$ cat config.mk
export PLATFORM = sky130hd
export DESIGN_NAME = icmp_echo_responder_unit_flat
export DESIGN_NICKNAME = d
export VERILOG_FILES = /design/src/design/icmp_pkg.sv /design/src/design/icmp_rx_if.sv /design/src/design/icmp_tx_if.sv /design/src/design/icmp_echo_responder_unit.sv /design/src/design/icmp_rewrite.sv /design/src/design/icmp_outq.sv /design/src/flat_wrapper.sv
export VERILOG_INCLUDE_DIRS = /design/src /design/src/design
export SDC_FILE = /design/constraint.sdc
export NUM_CORES = 1
export LEC_CHECK = 0
export ABC_AREA = 1
export ABC_CLOCK_PERIOD_IN_PS = 10100
export CAP_MARGIN = 40
export CELL_PAD_IN_SITES_DETAIL_PLACEMENT = 1
export CELL_PAD_IN_SITES_GLOBAL_PLACEMENT = 1
export CORE_ASPECT_RATIO = 1.2
export CORE_MARGIN = 1.5
export CORE_UTILIZATION = 52
export DETAILED_ROUTE_END_ITERATION = 10
export DONT_BUFFER_PORTS = 1
export PLACE_DENSITY = 0.83
export SLEW_MARGIN = 40
export SYNTH_ARGS = -nofsm -noshare
export SYNTH_HDL_FRONTEND = slang
export SYNTH_SLANG_ARGS = --single-unit
$ cat constraint.sdc
create_clock -name clk -period 10.1 [get_ports clk]
set_input_delay 1.01 -clock clk [delete_from_list [all_inputs] [get_ports clk]]
set_output_delay 1.01 -clock clk [all_outputs]
set_load 0.01 [all_outputs]
$ cat src/design/icmp_echo_responder_unit_assert.svh
// Assertion macros used by the echo responder output queue.
// Each macro expects clk and arst_n in the scope of its use.
`ifndef ICMP_ECHO_RESPONDER_UNIT_ASSERT_SVH
`define ICMP_ECHO_RESPONDER_UNIT_ASSERT_SVH

// Expression holds at every clock edge outside reset.
`define ICMP_ASSERT(label, expr, msg) \
	label: assert property (@(posedge clk) disable iff (!arst_n) (expr)) \
		else $error(msg);

// Antecedent implies consequent in the same cycle.
`define ICMP_ASSERT_IMPL(label, ante, cons, msg) \
	label: assert property (@(posedge clk) disable iff (!arst_n) (ante) |-> (cons)) \
		else $error(msg);

// Antecedent implies consequent in the next cycle.
`define ICMP_ASSERT_NEXT(label, ante, cons, msg) \
	label: assert property (@(posedge clk) disable iff (!arst_n) (ante) |=> (cons)) \
		else $error(msg);

`endif

$ cat src/design/icmp_pkg.sv
`default_nettype none

package icmp_pkg;

	localparam int unsigned OFFSET_WIDTH_DEF = 16;
	localparam int unsigned CFG_INDEX_W = 1;
	localparam int unsigned CFG_DATA_W = 32;
	localparam int unsigned OUTQ_DEPTH = 4;

	localparam logic [15:0] CAPACITY_RESET = 16'd1514;

	// byte offsets inside the IPv4 header
	localparam int unsigned OFF_TLEN_HI = 2;
	localparam int unsigned OFF_TLEN_LO = 3;
	localparam int unsigned OFF_SRC_FIRST = 12;
	localparam int unsigned OFF_SRC_LAST = 15;
	localparam int unsigned OFF_DST_FIRST = 16;
	localparam int unsigned OFF_DST_LAST = 19;

	localparam logic [7:0] ECHO_TYPE = 8'd8;
	localparam logic [7:0] REPLY_TYPE = 8'd0;

	localparam logic [15:0] CSUM_ADD = 16'h0800;
	localparam logic [15:0] CSUM_ADD_WRAP = 16'h0801;
	localparam logic [15:0] CSUM_WRAP_MIN = 16'hf7ff;

	typedef enum logic [CFG_INDEX_W-1:0] {
		CFG_OWN_IP = 1'b0,
		CFG_REPLY_CAP = 1'b1
	} cfg_reg_t;

	typedef struct packed {
		logic [7:0] tx_byte;
		logic tx_last;
		logic drop;
	} res_t;

	// up to two result items per accepted input item
	typedef struct packed {
		logic push_held;
		logic push_cur;
		res_t held;
		res_t cur;
	} wr_t;

	// byte i of a big-endian word, byte 0 being the most significant
	function automatic logic [7:0] word_byte(logic [31:0] w, logic [1:0] i);
		logic [7:0] r;
		unique case (i)
			2'd0: r = w[31:24];
			2'd1: r = w[23:16];
			2'd2: r = w[15:8];
			default: r = w[7:0];
		endcase
		return r;
	endfunction

endpackage

`default_nettype wire

$ cat src/design/icmp_rx_if.sv
`default_nettype none

interface icmp_rx_if;
	logic valid;
	logic ready;
	logic [7:0] rx_byte;
	logic rx_last;

	modport source(output valid, output rx_byte, output rx_last, input ready);
	modport sink(input valid, input rx_byte, input rx_last, output ready);
endinterface

`default_nettype wire

$ cat src/design/icmp_tx_if.sv
`default_nettype none

interface icmp_tx_if;
	logic valid;
	logic ready;
	logic [7:0] tx_byte;
	logic tx_last;
	logic drop;

	modport source(output valid, output tx_byte, output tx_last, output drop, input ready);
	modport sink(input valid, input tx_byte, input tx_last, input drop, output ready);
endinterface

`default_nettype wire

$ cat src/design/icmp_echo_responder_unit.sv
// ICMP echo responder: rewrites a received IPv4 echo request, one byte per
// item, into the echo reply.
// rx channel: rx_byte with rx_last on the final byte of the packet.
// tx channel: tx_byte, tx_last on the final reply byte, and drop, which is
// meaningful only with tx_last and tells the sink to discard the whole reply.
// Config port: cfg_we with cfg_index 0 writes the own address (zero answers
// any destination), index 1 writes the reply capacity in bytes. Write only
// while no packet is in flight.
// Order: the reply lags by one byte. Byte n of the reply is queued at the
// edge that accepts byte n+1; the final byte is queued together with the one
// before it at the edge that accepts the last input byte. An item queued into
// an empty queue shows on tx right after that edge.
// Throughput: one byte per cycle. A four-entry output queue decouples the two
// sides; rx.ready is high while at most two items are queued, since one item
// can release up to two results. The queue read port sets the pace.
// Reset: own address 0, capacity 1514, byte offset 0, queue empty.
// When the tx sink stalls, the queue fills and rx.ready falls; nothing is lost.
`default_nettype none

module icmp_echo_responder_unit #(
	parameter int unsigned OFFSET_WIDTH = icmp_pkg::OFFSET_WIDTH_DEF
) (
	input wire logic clk,
	input wire logic arst_n,
	icmp_rx_if.sink rx,
	icmp_tx_if.source tx,
	input wire logic cfg_we,
	input wire logic [icmp_pkg::CFG_INDEX_W-1:0] cfg_index,
	input wire logic [icmp_pkg::CFG_DATA_W-1:0] cfg_data
);
	import icmp_pkg::*;

	logic [31:0] own_ip_q;
	logic [15:0] capacity_q;
	logic room;
	logic accept;
	wr_t wr;

	// configuration registers; the register index is fully decoded
	always_ff @(posedge clk or negedge arst_n) begin
		if (!arst_n) begin
			own_ip_q <= '0;
			capacity_q <= CAPACITY_RESET;
		end else if (cfg_we) begin
			unique case (cfg_reg_t'(cfg_index))
				CFG_OWN_IP: own_ip_q <= cfg_data[31:0];
				CFG_REPLY_CAP: capacity_q <= cfg_data[15:0];
			endcase
		end
	end

	// take a byte whenever the queue can hold everything it may release
	assign rx.ready = room;
	assign accept = rx.valid && room;

	icmp_rewrite #(
		.OFFSET_WIDTH(OFFSET_WIDTH)
	) u_rewrite (
		.clk(clk),
		.arst_n(arst_n),
		.accept(accept),
		.rx_byte(rx.rx_byte),
		.rx_last(rx.rx_last),
		.own_ip(own_ip_q),
		.capacity(capacity_q),
		.wr(wr)
	);

	icmp_outq u_outq (
		.clk(clk),
		.arst_n(arst_n),
		.wr(wr),
		.room(room),
		.tx(tx)
	);

endmodule

`default_nettype wire

$ cat src/design/icmp_rewrite.sv
`default_nettype none

module icmp_rewrite #(
	parameter int unsigned OFFSET_WIDTH = icmp_pkg::OFFSET_WIDTH_DEF
) (
	input wire logic clk,
	input wire logic arst_n,
	input wire logic accept,
	input wire logic [7:0] rx_byte,
	input wire logic rx_last,
	input wire logic [31:0] own_ip,
	input wire logic [15:0] capacity,
	output icmp_pkg::wr_t wr
);
	import icmp_pkg::*;

	localparam int unsigned OW = OFFSET_WIDTH;
	localparam logic [OW-1:0] O_TLEN_HI = OW'(OFF_TLEN_HI);
	localparam logic [OW-1:0] O_TLEN_LO = OW'(OFF_TLEN_LO);
	localparam logic [OW-1:0] O_SRC_FIRST = OW'(OFF_SRC_FIRST);
	localparam logic [OW-1:0] O_SRC_LAST = OW'(OFF_SRC_LAST);
	localparam logic [OW-1:0] O_DST_FIRST = OW'(OFF_DST_FIRST);
	localparam logic [OW-1:0] O_DST_LAST = OW'(OFF_DST_LAST);
	localparam logic [OW-1:0] O_MAX = {OW{1'b1}};

	logic [OW-1:0] offset_q;
	logic [3:0] hwords_q;
	logic [15:0] tlen_q;
	logic [31:0] src_q;
	logic dst_miss_q;
	logic type_ok_q;
	logic [7:0] held_q;
	logic held_vld_q;

	logic [3:0] hwords_n;
	logic [5:0] hlen;
	logic [5:0] hlen3;
	logic at_type;
	logic in_src;
	logic in_dst;
	logic [15:0] tlen_n;
	logic [31:0] src_n;
	logic dst_miss_n;
	logic type_ok_n;
	logic [7:0] cur;
	logic [7:0] held_out;
	logic [15:0] csum;
	logic [15:0] csum_sum;
	logic fix_csum;
	logic drop;

	always_comb begin
		hwords_n = (offset_q == '0) ? rx_byte[3:0] : hwords_q;
		hlen = {hwords_n, 2'b00};
		hlen3 = hlen + 6'd3;
		at_type = (offset_q == OW'(hlen));
		in_src = (offset_q >= O_SRC_FIRST) && (offset_q <= O_SRC_LAST);
		in_dst = (offset_q >= O_DST_FIRST) && (offset_q <= O_DST_LAST);

		tlen_n = tlen_q;
		if (offset_q == O_TLEN_HI) begin
			tlen_n = {rx_byte, tlen_q[7:0]};
		end else if (offset_q == O_TLEN_LO) begin
			tlen_n = {tlen_q[15:8], rx_byte};
		end

		src_n = src_q;
		if (in_src) begin
			unique case (offset_q[1:0])
				2'd0: src_n[31:24] = rx_byte;
				2'd1: src_n[23:16] = rx_byte;
				2'd2: src_n[15:8] = rx_byte;
				default: src_n[7:0] = rx_byte;
			endcase
		end

		dst_miss_n = dst_miss_q
			| (in_dst && (own_ip != '0) && (rx_byte != word_byte(own_ip, offset_q[1:0])));
		type_ok_n = at_type ? (rx_byte == ECHO_TYPE) : type_ok_q;

		// address rewrite wins over the ICMP edits
		priority if (in_src) begin
			cur = word_byte(own_ip, offset_q[1:0]);
		end else if (in_dst) begin
			cur = word_byte(src_q, offset_q[1:0]);
		end else if (at_type) begin
			cur = REPLY_TYPE;
		end else begin
			cur = rx_byte;
		end

		// checksum low byte arrives: patch both halves with end-around carry
		csum = {held_q, rx_byte};
		csum_sum = csum + ((csum >= CSUM_WRAP_MIN) ? CSUM_ADD_WRAP : CSUM_ADD);
		fix_csum = held_vld_q && (offset_q == OW'(hlen3)) && !in_src && !in_dst;
		held_out = held_q;
		if (fix_csum) begin
			held_out = csum_sum[15:8];
			cur = csum_sum[7:0];
		end

		drop = !type_ok_n || (tlen_n > capacity)
			|| ((own_ip != '0) && (dst_miss_n || (offset_q < O_DST_LAST)));

		wr.push_held = accept && held_vld_q;
		wr.push_cur = accept && rx_last;
		wr.held = '{tx_byte: held_out, tx_last: 1'b0, drop: 1'b0};
		wr.cur = '{tx_byte: cur, tx_last: 1'b1, drop: drop};
	end

	always_ff @(posedge clk or negedge arst_n) begin
		if (!arst_n) begin
			offset_q <= '0;
			hwords_q <= '0;
			tlen_q <= '0;
			src_q <= '0;
			dst_miss_q <= 1'b0;
			type_ok_q <= 1'b0;
			held_q <= '0;
			held_vld_q <= 1'b0;
		end else if (accept) begin
			if (rx_last) begin
				offset_q <= '0;
				hwords_q <= '0;
				tlen_q <= '0;
				src_q <= '0;
				dst_miss_q <= 1'b0;
				type_ok_q <= 1'b0;
				held_q <= '0;
				held_vld_q <= 1'b0;
			end else begin
				if (offset_q != O_MAX) begin
					offset_q <= offset_q + OW'(1);
				end
				hwords_q <= hwords_n;
				tlen_q <= tlen_n;
				src_q <= src_n;
				dst_miss_q <= dst_miss_n;
				type_ok_q <= type_ok_n;
				held_q <= cur;
				held_vld_q <= 1'b1;
			end
		end
	end

endmodule

`default_nettype wire

$ cat src/design/icmp_outq.sv
`default_nettype none
`include "icmp_echo_responder_unit_assert.svh"

module icmp_outq (
	input wire logic clk,
	input wire logic arst_n,
	input wire icmp_pkg::wr_t wr,
	output logic room,
	icmp_tx_if.source tx
);
	import icmp_pkg::*;

	localparam int unsigned PTR_W = $clog2(OUTQ_DEPTH);
	localparam int unsigned CNT_W = PTR_W + 1;

	res_t mem_q [OUTQ_DEPTH];
	logic [PTR_W-1:0] wp_q;
	logic [PTR_W-1:0] rp_q;
	logic [CNT_W-1:0] cnt_q;

	logic pop;
	logic [1:0] npush;
	logic [PTR_W-1:0] cur_idx;

	always_comb begin
		pop = tx.valid && tx.ready;
		npush = {1'b0, wr.push_held} + {1'b0, wr.push_cur};
		cur_idx = wr.push_held ? wp_q + PTR_W'(1) : wp_q;
	end

	// room for the two items a last byte can produce
	assign room = (cnt_q <= CNT_W'(OUTQ_DEPTH - 2));
	assign tx.valid = (cnt_q != '0);
	assign tx.tx_byte = mem_q[rp_q].tx_byte;
	assign tx.tx_last = mem_q[rp_q].tx_last;
	assign tx.drop = mem_q[rp_q].drop;

	always_ff @(posedge clk) begin
		if (wr.push_held) begin
			mem_q[wp_q] <= wr.held;
		end
		if (wr.push_cur) begin
			mem_q[cur_idx] <= wr.cur;
		end
	end

	always_ff @(posedge clk or negedge arst_n) begin
		if (!arst_n) begin
			wp_q <= '0;
			rp_q <= '0;
			cnt_q <= '0;
		end else begin
			wp_q <= wp_q + PTR_W'(npush);
			if (pop) begin
				rp_q <= rp_q + PTR_W'(1);
			end
			cnt_q <= cnt_q + CNT_W'(npush) - CNT_W'(pop);
		end
	end

	`ICMP_ASSERT(a_cnt_bound, cnt_q <= CNT_W'(OUTQ_DEPTH), "output queue count over depth")
	`ICMP_ASSERT_IMPL(a_push_room, wr.push_held || wr.push_cur, cnt_q <= CNT_W'(OUTQ_DEPTH - 2), "item pushed without room")
	`ICMP_ASSERT(a_ptr_cnt, PTR_W'(wp_q - rp_q) == cnt_q[PTR_W-1:0], "queue pointers disagree with count")
	`ICMP_ASSERT_NEXT(a_two_push, wr.push_held && wr.push_cur && !pop, cnt_q == $past(cnt_q) + CNT_W'(2), "double push lost an item")

endmodule

`default_nettype wire
$ cat src/flat_wrapper.sv
// flat-port wrapper written by rule: the top's interface ports become plain ports
module icmp_echo_responder_unit_flat import icmp_pkg::*;
#(
	parameter int unsigned OFFSET_WIDTH = icmp_pkg::OFFSET_WIDTH_DEF
)
  (clk, arst_n, cfg_we, cfg_index, cfg_data, rx_valid, rx_rx_byte, rx_rx_last, rx_ready, tx_valid, tx_tx_byte, tx_tx_last, tx_drop, tx_ready);
  icmp_rx_if rx_i ();
  icmp_tx_if tx_i ();
  input wire logic clk;
  input wire logic arst_n;
  input wire logic cfg_we;
  input wire logic [icmp_pkg::CFG_INDEX_W-1:0] cfg_index;
  input wire logic [icmp_pkg::CFG_DATA_W-1:0] cfg_data;
  input wire logic [$bits(rx_i.valid)-1:0] rx_valid;
  input wire logic [$bits(rx_i.rx_byte)-1:0] rx_rx_byte;
  input wire logic [$bits(rx_i.rx_last)-1:0] rx_rx_last;
  output wire logic [$bits(rx_i.ready)-1:0] rx_ready;
  output wire logic [$bits(tx_i.valid)-1:0] tx_valid;
  output wire logic [$bits(tx_i.tx_byte)-1:0] tx_tx_byte;
  output wire logic [$bits(tx_i.tx_last)-1:0] tx_tx_last;
  output wire logic [$bits(tx_i.drop)-1:0] tx_drop;
  input wire logic [$bits(tx_i.ready)-1:0] tx_ready;
  assign rx_i.valid = rx_valid;
  assign rx_i.rx_byte = rx_rx_byte;
  assign rx_i.rx_last = rx_rx_last;
  assign rx_ready = rx_i.ready;
  assign tx_valid = tx_i.valid;
  assign tx_tx_byte = tx_i.tx_byte;
  assign tx_tx_last = tx_i.tx_last;
  assign tx_drop = tx_i.drop;
  assign tx_i.ready = tx_ready;
  icmp_echo_responder_unit #(.OFFSET_WIDTH(OFFSET_WIDTH)) u_core (.clk(clk), .arst_n(arst_n), .rx(rx_i), .tx(tx_i), .cfg_we(cfg_we), .cfg_index(cfg_index), .cfg_data(cfg_data));
endmodule
# == After elaboration in Yosys (flattened, before gate mapping) ==
# Memory sizes are Yosys's and may differ from the RTL's.
# Index checks and enable logic that the tools add are counted.
# word_totals
output_inout_bits,12
mem_count,1
reg_bits,134
wordCells,112
input_bits,47
ram_bits,40
# classes
addsub,9
bitwise_logic,2
magnitude_cmp,8
muxes,31
n_eq_ne,10
reduce_logical,35
# mem_list
name,words,width,read_ports,rd_ports_with_merged_regs,wr,line,source
u_core.u_outq.mem_q,4,10,1,0,2,icmp_outq.sv:16,res_t mem_q [OUTQ_DEPTH];
# op_table
op,n
8-bit two-way mux,11
16-bit two-way mux,4
32-bit two-way mux,2
8-bit case mux with 3 select lines,2
16-bit by 2-bit equality test with 1-bit output (second input constant),2
16-bit by 6-bit equality test with 1-bit output,2
32-bit nonzero test,1
16-bit by 1-bit adder with 16-bit output (second input constant),1
16-bit by 12-bit adder with 16-bit output,1
16-bit >= comparator (second input constant),1
16-bit by 4-bit >= comparator with 1-bit output (second input constant),1
16-bit by 5-bit >= comparator with 1-bit output (second input constant),1
16-bit > comparator,1
16-bit by 4-bit <= comparator with 1-bit output (second input constant),1
16-bit by 5-bit <= comparator with 1-bit output (second input constant),1
16-bit zero test,1
16-bit by 5-bit < comparator with 1-bit output (second input constant),1
16-bit != test (second input constant),1
1-bit logical AND,12
3-bit AND reduction,4
2-bit nonzero test,5
1-bit two-way mux,9
8-bit by 4-bit equality test with 1-bit output (second input constant),1
4-bit two-way mux,2
20 further kinds,27

# == Depth between registers and ports, before layout ==
# depth
word_depth,9
ltp_mapped,21
ltp_nobuf,20

# == Hierarchy ==
# A second synthesis with hierarchy kept.
# hier_totals
cells_unflattened,1336
area_unflattened_um2,10481.3
# modules_own_cells
module,area_each_um2,cells_per_inst,n_inst,seq_area_each_um2
icmp_rewrite,5885.6,828,1,1976.9
icmp_outq,2696.3,297,1,1376.3
icmp_echo_responder_unit,1899.3,211,1,1209.9

# == Worst setup path before layout ==
# No wires, ideal clock.
# synth_path
kind,input-to-reg
start,in rx_rx_byte[4]
end,mem u_core.u_outq.mem_q[0][8] (netlist name) (data pin)
n_path_buf,1
path_slack_ns,6.613
t_arrival_ns,3.235
required_time_ns,9.848
setup_time_ns,0.252
cell_stages,20
cell_sequence,clkbuf_1 > nand2_1 > nor3_1 > nand4_1 > o21ai_0 > nand2_1 > nor2_1 > ha_1 > ha_1 > nand2_1 > nor2_1 > inv_1 > o21ai_0 > inv_1 > nor2_1 > nand3_1 > nand2_1 > inv_2 > nand2_1 > nand2_1
# synth_rtl
item,line,source
start: declaration,flat_wrapper.sv:15,input wire logic [$bits(rx_i.rx_byte)-1:0] rx_rx_byte;
end: declaration,icmp_outq.sv:16,

==> results.sh <==
export IMPL_tritoncts="done"
export IMPL_antenna_found_initial=0
export IMPL_portBuffers=0
export IMPL_rows=55
export IMPL_grt_use_total_pct=30.34
export IMPL_clock_power_share_pct=23.1
export IMPL_fmax_mhz=245.9
export IMPL_power_density_mw_per_mm2=260.2
export IMPL_grt_pass1_wl_um=46730
export IMPL_netlist_cell_type_count=50
export IMPL_globalRouteOverflowTotal=0
export IMPL_vias=8586
export IMPL_setup_viol=0
export IMPL_startpoint_type="flip-flop"
export IMPL_wl_um=28960
export IMPL_cap_violations=0
export IMPL_swShare_pct=42.11
export IMPL_fillCellCount=2385
export IMPL_grt_pass1_vias=8959
export IMPL_syn_cell_area_sq_mm=0.009977
export IMPL_gp_congestion=0.8428
export IMPL_tns_ns=0
export IMPL_internal_power_mw=1.613
export IMPL_yosys_warnings=0
export IMPL_area_growth_pct=7.336
export IMPL_finalCritPeriodShare_pct=40.27
export IMPL_ir_drop_v=0.0001268
export IMPL_multiInputGateArea_sq_mm=0.004695
export IMPL_hold_buffers=0
export IMPL_cp_required_ns=10.30
export IMPL_reg2regPathDepth=15
export IMPL_numClockSinks=174
export IMPL_dp_cells=1505
export IMPL_power_leakage_nw=5.179
export IMPL_worstSetupEndpointType="flip-flop"
export IMPL_rsz0062_at_grt="no"
export IMPL_p_total_mw=2.787
export IMPL_cts_made_buffers=17
export IMPL_io_pins=59
export IMPL_grt_max_degree=135
export IMPL_routedWlPerCell_um=18.83
export IMPL_critical_path_class="reg2reg"
export IMPL_chipWidth_um=129.4
export IMPL_die_area_sq_mm=0.02003
export IMPL_syn_num_nets=1378
export IMPL_antenna_cells=0
export IMPL_slew_headroom_pct=46.88
export IMPL_cts_max_path_buffers=2
export IMPL_htreeDepth=4
export IMPL_skew_ns=0.009344
export IMPL_worstMarginPinSlew_ns=0.7939
export IMPL_netSwitchingPower_mw=1.173
export IMPL_clk_latency_ns=0.44
export IMPL_dp_hpwl_um=20620
export IMPL_hold_viol=0
export IMPL_crit_arrival_ns=4.26
export IMPL_ys_seq_elements=174
export IMPL_hold_class="in2async"
export IMPL_status="completed"
export IMPL_dr_pass1_iters=4
export IMPL_maxSlewViolCount=0
export IMPL_drt_iter0_drc=368
export IMPL_crit_fanout=16
export IMPL_clkTransAtPathRegs_ns=0.07
export IMPL_drive_gt1_share_pct=8.580
export IMPL_cts_root_buf="clkbuf_16"
export IMPL_start_util_pct=52.91
export IMPL_fin_crit_ns=4.067
export IMPL_nNetsFinal=1349
export IMPL_drcViolationCount=0
export IMPL_routed_via_density=5.583
export IMPL_die_y_um=154.7
export IMPL_coreArea_sq_mm=0.01886
export IMPL_syn_inst=1298
export IMPL_postCtsSetupBuffers=0
export IMPL_power_frac_seq_pct=37.1
export IMPL_pwr_share_comb_pct=39.8
export IMPL_synth_seq_area_share_pct=45.33
export IMPL_cts_resized=0
export IMPL_layout_cells_non_filler=1538
export IMPL_seq_area_sq_mm=0.004523
export IMPL_antenna_left=0
export IMPL_avgSynthCellArea_sq_um=7.686
==> power by group through the flow <==
stage / Clock (mW) / Sequential [mW] / Combinational (mW)
after floorplan: 0 / 0.997 / 0.837
after global placement: 0 / 1.03 / 1.03
after detailed placement: 0 / 1.04 / 1.09
after CTS: 0.649 / 1.03 / 1.11
after global routing: 0.676 / 1.05 / 1.25
final: 0.644 / 1.03 / 1.11
==> flip-flops by register name, indices dropped and copies added (netlist names), 3 cells and up <==
signal,flops
u_core.u_rewrite.hwords_q,4
u_core.own_ip_q,32
u_core.u_rewrite.src_q,32
u_core.u_rewrite.tlen_q,16
u_core.u_outq.mem_q,40
u_core.u_rewrite.offset_q,16
u_core.capacity_q,16
u_core.u_rewrite.held_q,8
u_core.u_outq.cnt_q,3
==> cell usage in the layout (no fill, tap or decap), types with 3 or more instances in the layout <==
| master | count |
|---|---|
| nand3_2 | 5 |
| or2_2 | 9 |
| ha_2 | 3 |
| inv_1 | 143 |
| edfxtp_1 | 36 |
| nand2_2 | 11 |
| o21ai_1 | 8 |
| clkbuf_16 | 17 |
| a41oi_1 | 8 |
| clkinv_2 | 3 |
| nor2_2 | 5 |
| nand3_1 | 48 |
| xor2_1 | 9 |
| o21bai_1 | 8 |
| o22ai_1 | 28 |
| nand2_1 | 432 |
| nand4_1 | 17 |
| inv_6 | 5 |
| nor3_1 | 14 |
| o21ai_0 | 118 |
| inv_2 | 6 |
| buf_4 | 3 |
| nor2_1 | 87 |
| nand3b_1 | 4 |
| dfxtp_1 | 4 |
| nor4_1 | 8 |
| dfstp_2 | 7 |
| o31ai_1 | 4 |
| ha_1 | 29 |
| mux2_2 | 16 |
| a31oi_4 | 3 |
| dfrtp_1 | 127 |
| a21oi_1 | 22 |
==> worst max-delay path, stage by stage (launching register included) <==
cell and delay [ns]:
dfrtp_1 0.42, nor2_1 0.14, nand2_1 0.10, nor2_4 0.38, inv_1 0.11, nor2_1 0.17, nand4_1 0.51, o21ai_0 0.53
inv_1 0.09, ha_1 0.34, nand4_1 0.18, nor4b_1 0.35, a31o_2 0.20, nand3_2 0.15, nand2_1 0.11, inv_1 0.05
==> path summary, 6_finish.rpt <==
| path | startpoint | endpoint | slack [ns] |
|---|---|---|---|
| hold / removal | arst_n | u_core.u_rewrite.dst_miss_q | 0.26 |
| setup / recovery | u_core.u_rewrite.offset_q[15] | u_core.u_outq.mem_q[2][0] | 6.03 |
| max in group asynchronous | arst_n | u_core.capacity_q[1] | 9.57 |
| min in group clk | u_core.u_outq.mem_q[3][1] | u_core.u_outq.mem_q[3][1] | 0.46 |
| hold reg to reg | u_core.u_outq.mem_q[3][1] | u_core.u_outq.mem_q[3][1] | 0.46 |
| setup reg to reg | u_core.u_rewrite.offset_q[15] | u_core.u_outq.mem_q[2][0] | 6.03 |
==> stage by stage <==
step                      hold slack, ns  util, %  cell area [sq um]  setup WS, ns
final                             0.2637    56.79              10710         6.033
after global routing              0.2465    56.79              10710         5.687
after CTS                         0.2549    56.63              10680         5.888
after detailed placement          0.4514    53.68              10120         5.918
after global placement            0.4386    53.47              10080         6.015
after floorplan                   0.4209        -               9977         6.613
==> cell usage after synthesis, drive strengths merged <==
library cell | count | area share, %
o2111ai | 1 | 0.088
a31o | 1 | 0.088
nand4 | 18 | 1.2
nand3b | 4 | 0.30
nor4 | 9 | 0.63
nor4b | 1 | 0.088
o21bai | 8 | 0.60
mux2 | 16 | 1.8
xor2 | 9 | 0.79
edfxtp | 36 | 11
a22oi | 2 | 0.15
nor3 | 15 | 0.80
or2 | 9 | 0.56
a21boi | 1 | 0.075
dfxtp | 4 | 0.80
ha | 32 | 4.0
clkbuf | 35 | 1.3
buf | 18 | 1.2
and3 | 1 | 0.063
a211oi | 2 | 0.15
o21a | 1 | 0.075
o22ai | 28 | 1.8
nand3 | 53 | 2.9
nor2 | 95 | 3.9
a31oi | 5 | 0.38
clkinv | 1 | 0.038
dfrtp | 127 | 32
o21ai | 127 | 6.4
a21oi | 22 | 1.1
o31ai | 4 | 0.30
dfstp | 7 | 1.8
a41oi | 8 | 0.70
nand2 | 445 | 17
xnor2 | 2 | 0.18
fa | 1 | 0.20
inv | 150 | 5.6
==> cells by family after synthesis <==
kind of cell | Yosys count | share of synthesized area [%]
flip-flops | 174 | 45.33
AO/OA/AOI/OAI | 210 | 11.84
buffers and inverters | 204 | 8.189
adder cells (fa/ha/maj) | 33 | 4.214
multiplexers | 16 | 1.806
AND/OR/NAND/NOR | 650 | 27.65
XOR/XNOR | 11 | 0.9657
==> area by class of cell <==
type / instances / share of cell area, %
multi-input cells: 920 / 43.84
flip-flops and latches: 174 / 42.24
inverters: 151 / 5.293
clock buffers: 20 / 4.171
well taps: 256 / 2.991
clock inverters: 12 / 1.016
repair buffers: 5 / 0.4557
==> routing by layer <==
layer / wire length [um] / track usage, % / vias up
li1: - / - / 4152
met2: 15100 / 55.07 / 165
met3: 911 / 4.600 / 62
met5: 0 / 0 / -
met1: 11960 / 35.47 / 4207
met4: 991 / 12.33 / 0
No activity file was read; power rests on OpenSTA's default activity.
